## src/sv/dpr_pkg.sv

```systemverilog
// Types and constants shared by the packet receiver modules.
`default_nettype none
package dpr_pkg;

	localparam int RPOS_W = 9;
	localparam int POS_W = 6;

	localparam logic [7:0] START_RST = 8'h3E;
	localparam logic [7:0] END_RST = 8'h3C;
	localparam logic [7:0] CKS_INV = 8'hFF;

	localparam logic REG_START = 1'b0;
	localparam logic REG_END = 1'b1;

	localparam logic [1:0] STAT_GOOD = 2'd0;
	localparam logic [1:0] STAT_CKS = 2'd1;
	localparam logic [1:0] STAT_COUNT = 2'd2;
	localparam logic [1:0] STAT_OVF = 2'd3;

	typedef enum logic [2:0] {
		ST_IDLE,
		ST_TYPE,
		ST_LEN,
		ST_CKS,
		ST_SUM,
		ST_STAT,
		ST_EMIT
	} state_t;

	typedef struct packed {
		logic clear;
		logic push;
	} store_cmd_t;

endpackage
`default_nettype wire

```

## src/sv/dpr_store.sv

```systemverilog
// Frame store with fill count, overflow flag and a registered, gated read port.
`default_nettype none
module dpr_store #(
	parameter int DEPTH = 64
) (
	input  wire logic                      clk,
	input  wire logic                      arst_n,
	input  wire dpr_pkg::store_cmd_t       cmd,
	input  wire logic [7:0]                wr_data,
	input  wire logic [dpr_pkg::RPOS_W-1:0] rd_pos,
	output logic [7:0]                     rd_data,
	output logic [$clog2(DEPTH+1)-1:0]     fill,
	output logic                           ovf
);

	localparam int AW = $clog2(DEPTH);
	localparam int WPW = $clog2(DEPTH + 1);
	localparam logic [WPW-1:0] FULL = WPW'(DEPTH);

	logic [7:0]     mem_q [DEPTH];
	logic [7:0]     rdata_q;
	logic           rvalid_q;
	logic [WPW-1:0] wp_q;
	logic           ovf_q;
	logic           rd_ok;
	logic [AW-1:0]  rd_idx;
	logic           full;

	assign full = (wp_q == FULL);
	assign rd_ok = (rd_pos < dpr_pkg::RPOS_W'(wp_q));
	assign rd_idx = rd_ok ? rd_pos[AW-1:0] : '0;

	always_ff @(posedge clk) begin
		if (cmd.push && !full) begin
			mem_q[wp_q[AW-1:0]] <= wr_data;
		end
		rdata_q <= mem_q[rd_idx];
	end

	always_ff @(posedge clk or negedge arst_n) begin
		if (!arst_n) begin
			wp_q <= '0;
			ovf_q <= 1'b0;
			rvalid_q <= 1'b0;
		end else begin
			rvalid_q <= rd_ok;
			if (cmd.clear) begin
				wp_q <= '0;
				ovf_q <= 1'b0;
			end else if (cmd.push) begin
				if (full) begin
					ovf_q <= 1'b1;
				end else begin
					wp_q <= wp_q + 1'b1;
				end
			end
		end
	end

	assign rd_data = rvalid_q ? rdata_q : 8'd0;
	assign fill = wp_q;
	assign ovf = ovf_q;

endmodule
`default_nettype wire

```

## src/sv/delimited_packet_receiver_core.sv

```systemverilog
// Top level of the delimited packet receiver: framing, checksum sequencer and readout.
//
// Channel   Dir  Signals                        Contents
// s_*       in   s_tvalid s_tready s_tdata      received byte
// m_*       out  m_tvalid m_tready m_tdata ...  one result beat per payload byte
// apb       in   psel penable pwrite paddr ...  start and end byte registers
//
// Ordinary and start bytes do not stall. An end byte starts reads of type, length and
// checksum, a sum of up to BUFFER_DEPTH - 2 payload bytes, then up to BUFFER_DEPTH - 3
// result beats (one without data if empty); the store's single read port sets this pace.
// Reset is asynchronous; the store contents need no clearing pass.
// A low m_tready holds the readout; s_tready stays low from the end byte to the last beat.
`default_nettype none
module delimited_packet_receiver_core #(
	parameter int BUFFER_DEPTH = 64
) (
	input  wire logic        clk,
	input  wire logic        arst_n,
	input  wire logic        s_tvalid,
	output logic             s_tready,
	input  wire logic [7:0]  s_tdata,   // [7:0] rx_byte
	output logic             m_tvalid,
	input  wire logic        m_tready,
	// [7:0] packet_type, [15:8] packet_length, [23:16] data_byte, [29:24] data_position,
	// [37:30] received_checksum, [39:38] status
	output logic [39:0]      m_tdata,
	output logic [0:0]       m_tuser,   // [0] has_data
	output logic             m_tlast,
	input  wire logic        psel,
	input  wire logic        penable,
	input  wire logic        pwrite,
	input  wire logic [2:0]  paddr,
	input  wire logic [31:0] pwdata,
	output logic [31:0]      prdata,
	output logic             pready
);

	localparam int CW = $clog2(BUFFER_DEPTH);
	localparam int WPW = $clog2(BUFFER_DEPTH + 1);
	localparam int RW = dpr_pkg::RPOS_W;
	localparam logic [7:0] LIM_SUM8 = 8'(BUFFER_DEPTH - 2);
	localparam logic [7:0] LIM_OUT8 = 8'(BUFFER_DEPTH - 3);

	dpr_pkg::state_t     state_q, state_d;
	dpr_pkg::store_cmd_t cmd;

	logic [7:0]     start_q, end_q;
	logic [7:0]     type_q, len_q, cks_q, sum_q;
	logic [CW-1:0]  lim_q, n_q, cnt_q;
	logic [1:0]     stat_q;
	logic [RW-1:0]  rd_pos;
	logic [7:0]     rd_data;
	logic [WPW-1:0] fill;
	logic           ovf;
	logic           in_acc, is_start, is_end, load, last_w, has_w;
	logic [1:0]     stat_w;

	logic           m_valid_q;
	logic [39:0]    m_data_q;
	logic           m_user_q, m_last_q;

	assign pready = 1'b1;
	assign prdata = {24'd0, (paddr[2] == dpr_pkg::REG_END) ? end_q : start_q};

	always_ff @(posedge clk or negedge arst_n) begin
		if (!arst_n) begin
			start_q <= dpr_pkg::START_RST;
			end_q <= dpr_pkg::END_RST;
		end else if (psel && penable && pwrite) begin
			if (paddr[2] == dpr_pkg::REG_END) begin
				end_q <= pwdata[7:0];
			end else begin
				start_q <= pwdata[7:0];
			end
		end
	end

	assign in_acc = s_tvalid && s_tready;
	assign is_start = (s_tdata == start_q);
	assign is_end = !is_start && (s_tdata == end_q);
	assign cmd.clear = in_acc && is_start;
	assign cmd.push = in_acc && !is_start && !is_end;

	dpr_store #(
		.DEPTH(BUFFER_DEPTH)
	) u_store (
		.clk(clk),
		.arst_n(arst_n),
		.cmd(cmd),
		.wr_data(s_tdata),
		.rd_pos(rd_pos),
		.rd_data(rd_data),
		.fill(fill),
		.ovf(ovf)
	);

	assign load = !m_valid_q || m_tready;
	assign has_w = (n_q != '0);
	assign last_w = !has_w || ((CW + 1)'(cnt_q) + 1'b1 == (CW + 1)'(n_q));

	always_comb begin
		if (ovf) begin
			stat_w = dpr_pkg::STAT_OVF;
		end else if (RW'(fill) != RW'(len_q) + RW'(3)) begin
			stat_w = dpr_pkg::STAT_COUNT;
		end else if ((sum_q ^ dpr_pkg::CKS_INV) != cks_q) begin
			stat_w = dpr_pkg::STAT_CKS;
		end else begin
			stat_w = dpr_pkg::STAT_GOOD;
		end
	end

	always_comb begin
		case (state_q)
			dpr_pkg::ST_IDLE: rd_pos = RW'(0);
			dpr_pkg::ST_TYPE: rd_pos = RW'(1);
			dpr_pkg::ST_LEN:  rd_pos = RW'(rd_data) + RW'(2);
			dpr_pkg::ST_CKS:  rd_pos = RW'(2);
			dpr_pkg::ST_SUM:  rd_pos = RW'(cnt_q) + RW'(3);
			dpr_pkg::ST_STAT: rd_pos = RW'(2);
			dpr_pkg::ST_EMIT: rd_pos = RW'(cnt_q) + (load ? RW'(3) : RW'(2));
			default:          rd_pos = RW'(0);
		endcase
	end

	always_comb begin
		state_d = state_q;
		case (state_q)
			dpr_pkg::ST_IDLE: begin
				if (in_acc && is_end) begin
					state_d = dpr_pkg::ST_TYPE;
				end
			end
			dpr_pkg::ST_TYPE: state_d = dpr_pkg::ST_LEN;
			dpr_pkg::ST_LEN:  state_d = dpr_pkg::ST_CKS;
			dpr_pkg::ST_CKS: begin
				state_d = (lim_q == '0) ? dpr_pkg::ST_STAT : dpr_pkg::ST_SUM;
			end
			dpr_pkg::ST_SUM: begin
				if ((CW + 1)'(cnt_q) + 1'b1 == (CW + 1)'(lim_q)) begin
					state_d = dpr_pkg::ST_STAT;
				end
			end
			dpr_pkg::ST_STAT: state_d = dpr_pkg::ST_EMIT;
			dpr_pkg::ST_EMIT: begin
				if (load && last_w) begin
					state_d = dpr_pkg::ST_IDLE;
				end
			end
			default: state_d = dpr_pkg::ST_IDLE;
		endcase
	end

	always_comb begin
		case (state_q)
			dpr_pkg::ST_IDLE: s_tready = 1'b1;
			default:          s_tready = 1'b0;
		endcase
	end

	always_ff @(posedge clk or negedge arst_n) begin
		if (!arst_n) begin
			state_q <= dpr_pkg::ST_IDLE;
		end else begin
			state_q <= state_d;
		end
	end

	always_ff @(posedge clk) begin
		case (state_q)
			dpr_pkg::ST_TYPE: type_q <= rd_data;
			dpr_pkg::ST_LEN: begin
				len_q <= rd_data;
				lim_q <= (rd_data < LIM_SUM8) ? rd_data[CW-1:0] : LIM_SUM8[CW-1:0];
				n_q <= (rd_data < LIM_OUT8) ? rd_data[CW-1:0] : LIM_OUT8[CW-1:0];
			end
			dpr_pkg::ST_CKS: begin
				cks_q <= rd_data;
				sum_q <= type_q + len_q;
				cnt_q <= '0;
			end
			dpr_pkg::ST_SUM: begin
				sum_q <= sum_q + rd_data;
				cnt_q <= cnt_q + 1'b1;
			end
			dpr_pkg::ST_STAT: begin
				stat_q <= stat_w;
				cnt_q <= '0;
			end
			dpr_pkg::ST_EMIT: begin
				if (load) begin
					cnt_q <= cnt_q + 1'b1;
				end
			end
			default: begin
			end
		endcase
	end

	always_ff @(posedge clk) begin
		if (state_q == dpr_pkg::ST_EMIT && load) begin
			m_data_q <= {stat_q, cks_q,
				has_w ? dpr_pkg::POS_W'(cnt_q) : dpr_pkg::POS_W'(0),
				has_w ? rd_data : 8'd0, len_q, type_q};
			m_user_q <= has_w;
			m_last_q <= last_w;
		end
	end

	always_ff @(posedge clk or negedge arst_n) begin
		if (!arst_n) begin
			m_valid_q <= 1'b0;
		end else if (state_q == dpr_pkg::ST_EMIT && load) begin
			m_valid_q <= 1'b1;
		end else if (m_tready) begin
			m_valid_q <= 1'b0;
		end
	end

	assign m_tvalid = m_valid_q;
	assign m_tdata = m_data_q;
	assign m_tuser = m_user_q;
	assign m_tlast = m_last_q;

endmodule
`default_nettype wire

```

## config.mk

```make
export PLATFORM = sky130hd
export DESIGN_NAME = delimited_packet_receiver_core
export DESIGN_NICKNAME = d
export VERILOG_FILES = /design/src/sv/dpr_pkg.sv /design/src/sv/dpr_store.sv /design/src/sv/delimited_packet_receiver_core.sv
export SDC_FILE = /design/constraint.sdc
export NUM_CORES = 1
export LEC_CHECK = 0
export ABC_AREA = 0
export ABC_CLOCK_PERIOD_IN_PS = 5500
export BUFFER_PORTS_ARGS = -buffer_cell sky130_fd_sc_hd__buf_2
export CORE_ASPECT_RATIO = 0.5
export CORE_MARGIN = 4
export CORE_UTILIZATION = 30
export DETAILED_ROUTE_END_ITERATION = 6
export PLACE_DENSITY = 0.53
export SLEW_MARGIN = 25
export SYNTH_ARGS = -nofsm -noshare
export SYNTH_HDL_FRONTEND = slang
export SYNTH_HIERARCHICAL = 1
export SYNTH_SLANG_ARGS = --single-unit
```

## constraint.sdc

```tcl
create_clock -name clk -period 5.5 [get_ports clk]
set_input_delay 0.825 -clock clk [delete_from_list [all_inputs] [get_ports clk]]
set_output_delay 0.825 -clock clk [all_outputs]
set_load 0.1 [all_outputs]
```

# Yosys cells after proc, flatten, opt, wreduce, memory -nomap -nowiden

Memories as Yosys holds them, arrays and structs flattened. A register that Yosys moved wholly into a read port is not among the register bits.
Cells that the tools add are included.

ROM bits: 0
Memories: 1
Flip-flop bits (word level): 123
Bits of input ports: 50
Latch bits: 0
Memory bits (writable): 512
Word-level logic and storage cells: 113

Memory list:

| memory        | depth | width | read ports | clocked after Yosys merged registers in | write ports | RTL line        | text |
|---|---|---|---|---|---|---|---|
| u_store.mem_q | 64    | 8     | 1          | 1                                       | 1           | dpr_store.sv:20 | `logic [7:0] mem_q [DEPTH];` |

Mux-type cells: 26
Equal/unequal tests: 18
Multiply operators: 0
Div/mod/pow operators: 0
Add/subtract/negate cells: 9
Shifts and indexed selects: 0
Magnitude comparators: 3
Reduce and logical (&&, ||, !) cells: 34
Bitwise gates (word level): 2

Operators by type and width:

| kind                                                                  | number |
|---|---|
| 9-bit case mux with 5 select lines                                    | 1 |
| 7-bit two-way mux                                                     | 3 |
| 3-bit case mux with 7 select lines                                    | 1 |
| 8-bit by 2-bit adder with 9-bit output (second input constant)        | 2 |
| 6-bit case mux with 3 select lines                                    | 1 |
| 8-bit adder                                                           | 2 |
| 8-bit == test                                                         | 2 |
| 8-bit by 6-bit < comparator with 1-bit output (second input constant) | 2 |
| 8-bit two-way mux                                                     | 2 |
| 8-bit case mux with 2 select lines                                    | 1 |
| 7-bit by 6-bit == test with 1-bit output                              | 2 |
| 1-bit two-way mux                                                     | 12 |
| 6-bit two-way mux                                                     | 2 |
| 1-bit logical AND                                                     | 11 |
| 2-bit != test (second input constant)                                 | 5 |
| 2-bit AND reduction                                                   | 5 |
| 3-bit == test (second input constant)                                 | 3 |
| 9-bit by 7-bit < comparator with 1-bit output                         | 1 |
| 3-bit two-way mux                                                     | 3 |
| 7-bit by 9-bit != test with 1-bit output                              | 1 |
| 8-bit != test                                                         | 1 |
| 8-bit inverter                                                        | 1 |
| 2-bit nonzero test                                                    | 4 |
| 6-bit by 1-bit adder with 7-bit output (second input constant)        | 1 |
| other kinds (16)                                                      | 23 |

# Logic depth before layout (Yosys ltp)

Word-level depth: 8
Gate-level depth with buffers: 21

# Cells and area by module

The synthesis kept the hierarchy.

By module, submodules not included:

| module                         | times used | area each (sq um) | sequential area each (sq um) | cells each |
|---|---|---|---|---|
| dpr_store                      | 1          | 21,792.2          | 15,760.1                     | 1,358 |
| delimited_packet_receiver_core | 1          | 5,979.5           | 3,334.4                      | 478 |

# Worst setup path after synthesis

No wires, ideal clock.

Path kind: register -> register
From: register state_q[2]
To: memory u_store.mem_q[59][0] (enable)
Clock period less this slack: 4,793 ps
Library setup time: 371 ps
Buffers on the path: 2
Stages on the path, launching flop included: 10
Arrival: 4,423 ps
Setup slack: 707 ps
Data required time: 5,129 ps
Cells stage by stage: dfrtp_1 -> clkbuf_1 -> nor3_1 -> nand2_1 -> nor3b_1 -> clkbuf_1 -> nand2b_1 -> nor2_1 -> nand3_1 -> nor2_1

RTL lines:

| item                   | RTL line                              | text |
|---|---|---|
| start, declared        | delimited_packet_receiver_core.sv:44  | `dpr_pkg::state_t state_q, state_d;` |
| start signal, assigned | delimited_packet_receiver_core.sv:163 | `state_q <= dpr_pkg::ST_IDLE;` |
| start signal, assigned | delimited_packet_receiver_core.sv:165 | `state_q <= state_d;` |
| end, declared          | dpr_store.sv:20                       |  |

# Worst setup path after layout

From: register u_store.rvalid_q
To: register u_store.rdata_q[0] (read register of u_store.mem_q)

Longest elaborated chain between the ends: 5

Ends and longest elaborated chain:

| item                                          | RTL line                              | text |
|---|---|---|
| start, declared                               | dpr_store.sv:22                       | `logic rvalid_q;` |
| start signal, assigned                        | dpr_store.sv:46                       | `rvalid_q <= rd_ok;` |
| 8-bit two-way mux                             | dpr_store.sv:60                       | `assign rd_data = rvalid_q ? rdata_q : 8'd0;` |
| named net rd_data[1]                          | delimited_packet_receiver_core.sv:52  | `logic [7:0] rd_data;` |
| 8-bit by 2-bit adder with 9-bit output        | delimited_packet_receiver_core.sv:117 | `dpr_pkg::ST_LEN: rd_pos = RW'(rd_data) + RW'(2);` |
| 9-bit case mux with 5 select lines            | delimited_packet_receiver_core.sv:114 | `case (state_q)` |
| named net rd_pos[6]                           | delimited_packet_receiver_core.sv:51  | `logic [RW-1:0] rd_pos;` |
| 9-bit by 7-bit < comparator with 1-bit output | dpr_store.sv:30                       | `assign rd_ok = (rd_pos < dpr_pkg::RPOS_W'(wp_q));` |
| 6-bit two-way mux                             | dpr_store.sv:31                       | `assign rd_idx = rd_ok ? rd_pos[AW-1:0] : '0;` |
| end, declared                                 | dpr_store.sv:21                       | `logic [7:0] rdata_q;` |

The timed path passes the listed nets, and every way through them passes these cells.
A chain may end at the register's enable or synchronous reset.

==> summary.txt <==
Setup path
  • R2R Setup Slk: 630 ps
  • CP Launch Type: register
  • R2R depth: 15
  • CP max stage cell: a2111oi_0
  • Critical path type: reg -> reg
  • CP cell instances: and2_1 -> nand3_1 -> nor2_1 -> xnor2_1 -> o32ai_1 -> ha_1 -> a2111oi_4 -> o21a_4 -> o21ai_4 -> inv_4 -> o41ai_1 -> a22o_1 -> a2111oi_0 -> buf_4 -> nand4_1
  • R2R Path Start: u_store/rvalid_q
  • R2r endpoint: u_store/rdata_q[0]
  • Critical path fanouts, max: 19
  • CP required: 6000 ps
  • Type of element capturing the critical path: register
  • Worst endpoint data arrival time: 5360 ps
  • Critical path's largest stage delay: 650 ps

Synthesis
  • Sequential share of the synthesized area: 68.8%
  • Top cells by area, synth: edfxtp_1 (66%), mux4_2 (4.1%), mux2i_1 (2.5%), nor2_1 (2.2%), mux2_2 (2.1%)
  • Most frequent cells after synthesis: edfxtp_1 (606), nor2_1 (160), nand2_1 (112), mux2i_1 (70), a21oi_1 (65)
  • Cell area after synthesis: 27,800 um2
  • Number of distinct library cells after synthesis: 81
  • Top-count cell post-synth: edfxtp_1
  • Leading area contributor after synthesis: edfxtp_1
  • Number of synthesized register bits: 643
  • Synth Instances: 1,836
  • Async SR Flop Fraction: 4.51%
  • Area share of the leading cell type in the synthesized netlist: 65.5%
  • Dominant synthesized flop cell: edfxtp_1
  • Post-synth EDFFs: 606
  • Mapped Avg Cell Area: 15.1 um2
  • Yosys synthesis warning count: 6

Power
  • Overall power: 20.4 mW
  • Int Pwr: 11.7 mW
  • Sequential Power Share: 30.1%
  • Sw Ratio: 42.8%
  • PwrDens: 644 nW/um2
  • Comb power frac: 49.1%
  • Clock network fraction of total power: 20.8%
  • Lkg Pwr: 10.4 nW
  • VDD IR max: 0.000524 V
  • Switch Pwr: 8.72 mW

Timing
  • Setup_tns: 0 ps
  • Final period util: 88.5%
  • Final hold vios: 0
  • Clock skew: 24.4 ps
  • Worst-margin pin slew: 983 ps
  • Min Tclk post-route: 4870 ps
  • RSZ-0062 raised after global routing: no
  • Max-slew headroom: 34.3%
  • Max frequency: 0.205 GHz
  • Max-slew violations: 0
  • Setup violations, final: 0
  • Worst Setup Slack, final: 632 ps

Run status
  • Status: complete, no violations

Global route
  • Total gr overflow: 0
  • Largest net degree at the start of global routing: 82
  • Global-route wire length before repair: 107,000 um
  • Antenna violations before repair: 4
  • GR Util All Layers: 14.7%
  • Vias in the first global route: 15,700

Final layout
  • Final #Nets: 2,011
  • Final Util: 34.7%
  • P&R area growth vs syn: 13.9%
  • Share of layout cells above drive strength 1: 18.1%
  • Final instance count without filler cells: 3,224
  • Ant diodes: 0

Drt
  • DRC: 0
  • DR WL/cell: 22.8 um
  • DR pass1 iterations: 5
  • Final ANT Viol Nets: 0
  • DR vias: 16,300
  • Total Wirelength: 73,700 um
  • Initial drt markers: 1,319
  • DR vias/cell: 5.04

Placement
  • Pre-CTS setup slack: 214 ps
  • HPWL Detailed: 47,500 um
  • Input/output buffers: 75
  • Routability cong.: 0.834
  • Placed cells: 3,109

Clock network
  • CTS clock-pin slew for the worst setup and hold paths: 60 ps
  • CTS resizes: 0
  • TritonCTS buffer count: 61
  • CTS tree: done
  • Clk sinks: 643
  • CTS root buffer: clkbuf_16
  • H-tree levels: 2
  • Hold_buf cts: 0
  • Clock Path Buffers: 3
  • Post-CTS setup buffers: 0
  • Clk Latency, worst-skew pair: 640 ps

Floorplanning
  • Chip Width: 438 um
  • Row cnt: 78
  • DIE AREA: 97,800 um2
  • I/O Pins: 127
  • Initial Util: 30.4%
  • Core ar.: 91,300 um2
  • Die height: 223 um

Hold path
  • HP Class: in -> async

Job
  • MaxCap Viol Count: 0
power groups by stage:
stage	sequential, mW	combinational, mW	clock, mW
floorplan	6.78	6.36	0
global placement	6.23	9.91	0
detailed placement	6.23	9.97	0
CTS	6.13	10.0	4.34
global route	6.16	10.7	4.55
finish	6.13	10.0	4.24
layout by cell type, fill, tap and decap left out, drive strengths merged, types with 16 or more instances in the layout:
cell type | netlist | final
a21oi | 65 | 65
a221oi | 16 | 16
a2bb2oi | 19 | 19
and2 | 28 | 28
buf | 87 | 131
clkbuf | 34 | 71
clkinv | 3 | 33
conb | 2 | 25
dfrtp | 20 | 20
edfxtp | 606 | 606
ha | 27 | 27
inv | 39 | 40
mux2 | 53 | 53
mux2i | 70 | 70
mux4 | 51 | 51
nand2 | 112 | 112
nand3 | 29 | 29
nor2 | 160 | 160
nor2b | 17 | 17
nor3 | 21 | 21
o2111ai | 17 | 17
o21ai | 49 | 49
o221ai | 18 | 18
xnor2 | 38 | 38
xor2 | 32 | 32
worst max-delay path by stage:
stage / slack [ps] / from / end / cells after the start
2_1_floorplan: 710 / state_q[2] / u_store/mem_q[59][0] / 9
3_5_place_dp: 210 / m_tready / u_store/rdata_q[0] / 20
6_report: 630 / u_store/rvalid_q / u_store/rdata_q[0] / 15
3_3_place_gp: 210 / m_tready / u_store/rdata_q[0] / 20
4_1_cts: 670 / u_store/rvalid_q / u_store/rdata_q[0] / 15
5_1_grt: 400 / m_tvalid / u_store/rdata_q[0] / 19
per-layer routing:
metal,share of wire (%),GRT usage (%)
met2,45,22.7
met4,2.0,3.45
met5,0.024,0
met3,6.3,2.62
met1,47,21.5
registers in the layout (all words and copies together) (netlist names), 6 cells and up:
name and cells:
u_store/mem_q 512, m_tdata 40, cks_q 8, end_q 8, len_q 8, start_q 8, sum_q 8, type_q 8
u_store/rdata_q 8, u_store/fill 7, cnt_q 6, lim_q 6, n_q 6
cells by family after synthesis:
family | count (synthesis) | share of synthesized area [%]
compound gates | 320 | 8.36
simple gates | 432 | 7.19
xor+xnor | 73 | 2.54
flops | 643 | 68.8
fa+ha+maj | 29 | 1.36
other cells | 2 | 0.0270
buf+inv | 163 | 2.96
mux | 174 | 8.81
layout make-up:
type	count	area, um2
fill	8725	59600
clock inverter	44	397
multi-input combinational	1053	7970
sequential	643	19100
tap	1240	1550
timing repair buffer	131	858
inverter	42	160
clock buffer	71	1610
stage by stage:
stage / hold WS, ps / instance area [um2]
3_5_place_dp: 408 / 29600
3_3_place_gp: 403 / 29600
5_1_grt: 295 / 31600
4_1_cts: 266 / 31600
2_1_floorplan: 400 / 27900
6_report: 262 / 31600
critical path: cells and delay by family, from the launching register on:
| kind | cells | cell delay, ps |
|---|---|---|
| AOI/OAI and AO/OA | 7 | 2060 |
| buffers and inverters | 2 | 530 |
| and+or+nand+nor | 4 | 1120 |
| xor gates and xnor gates | 1 | 150 |
| adders and majority gates | 1 | 380 |
| DFF | 1 | 480 |
(Power assumes the default switching activity.)
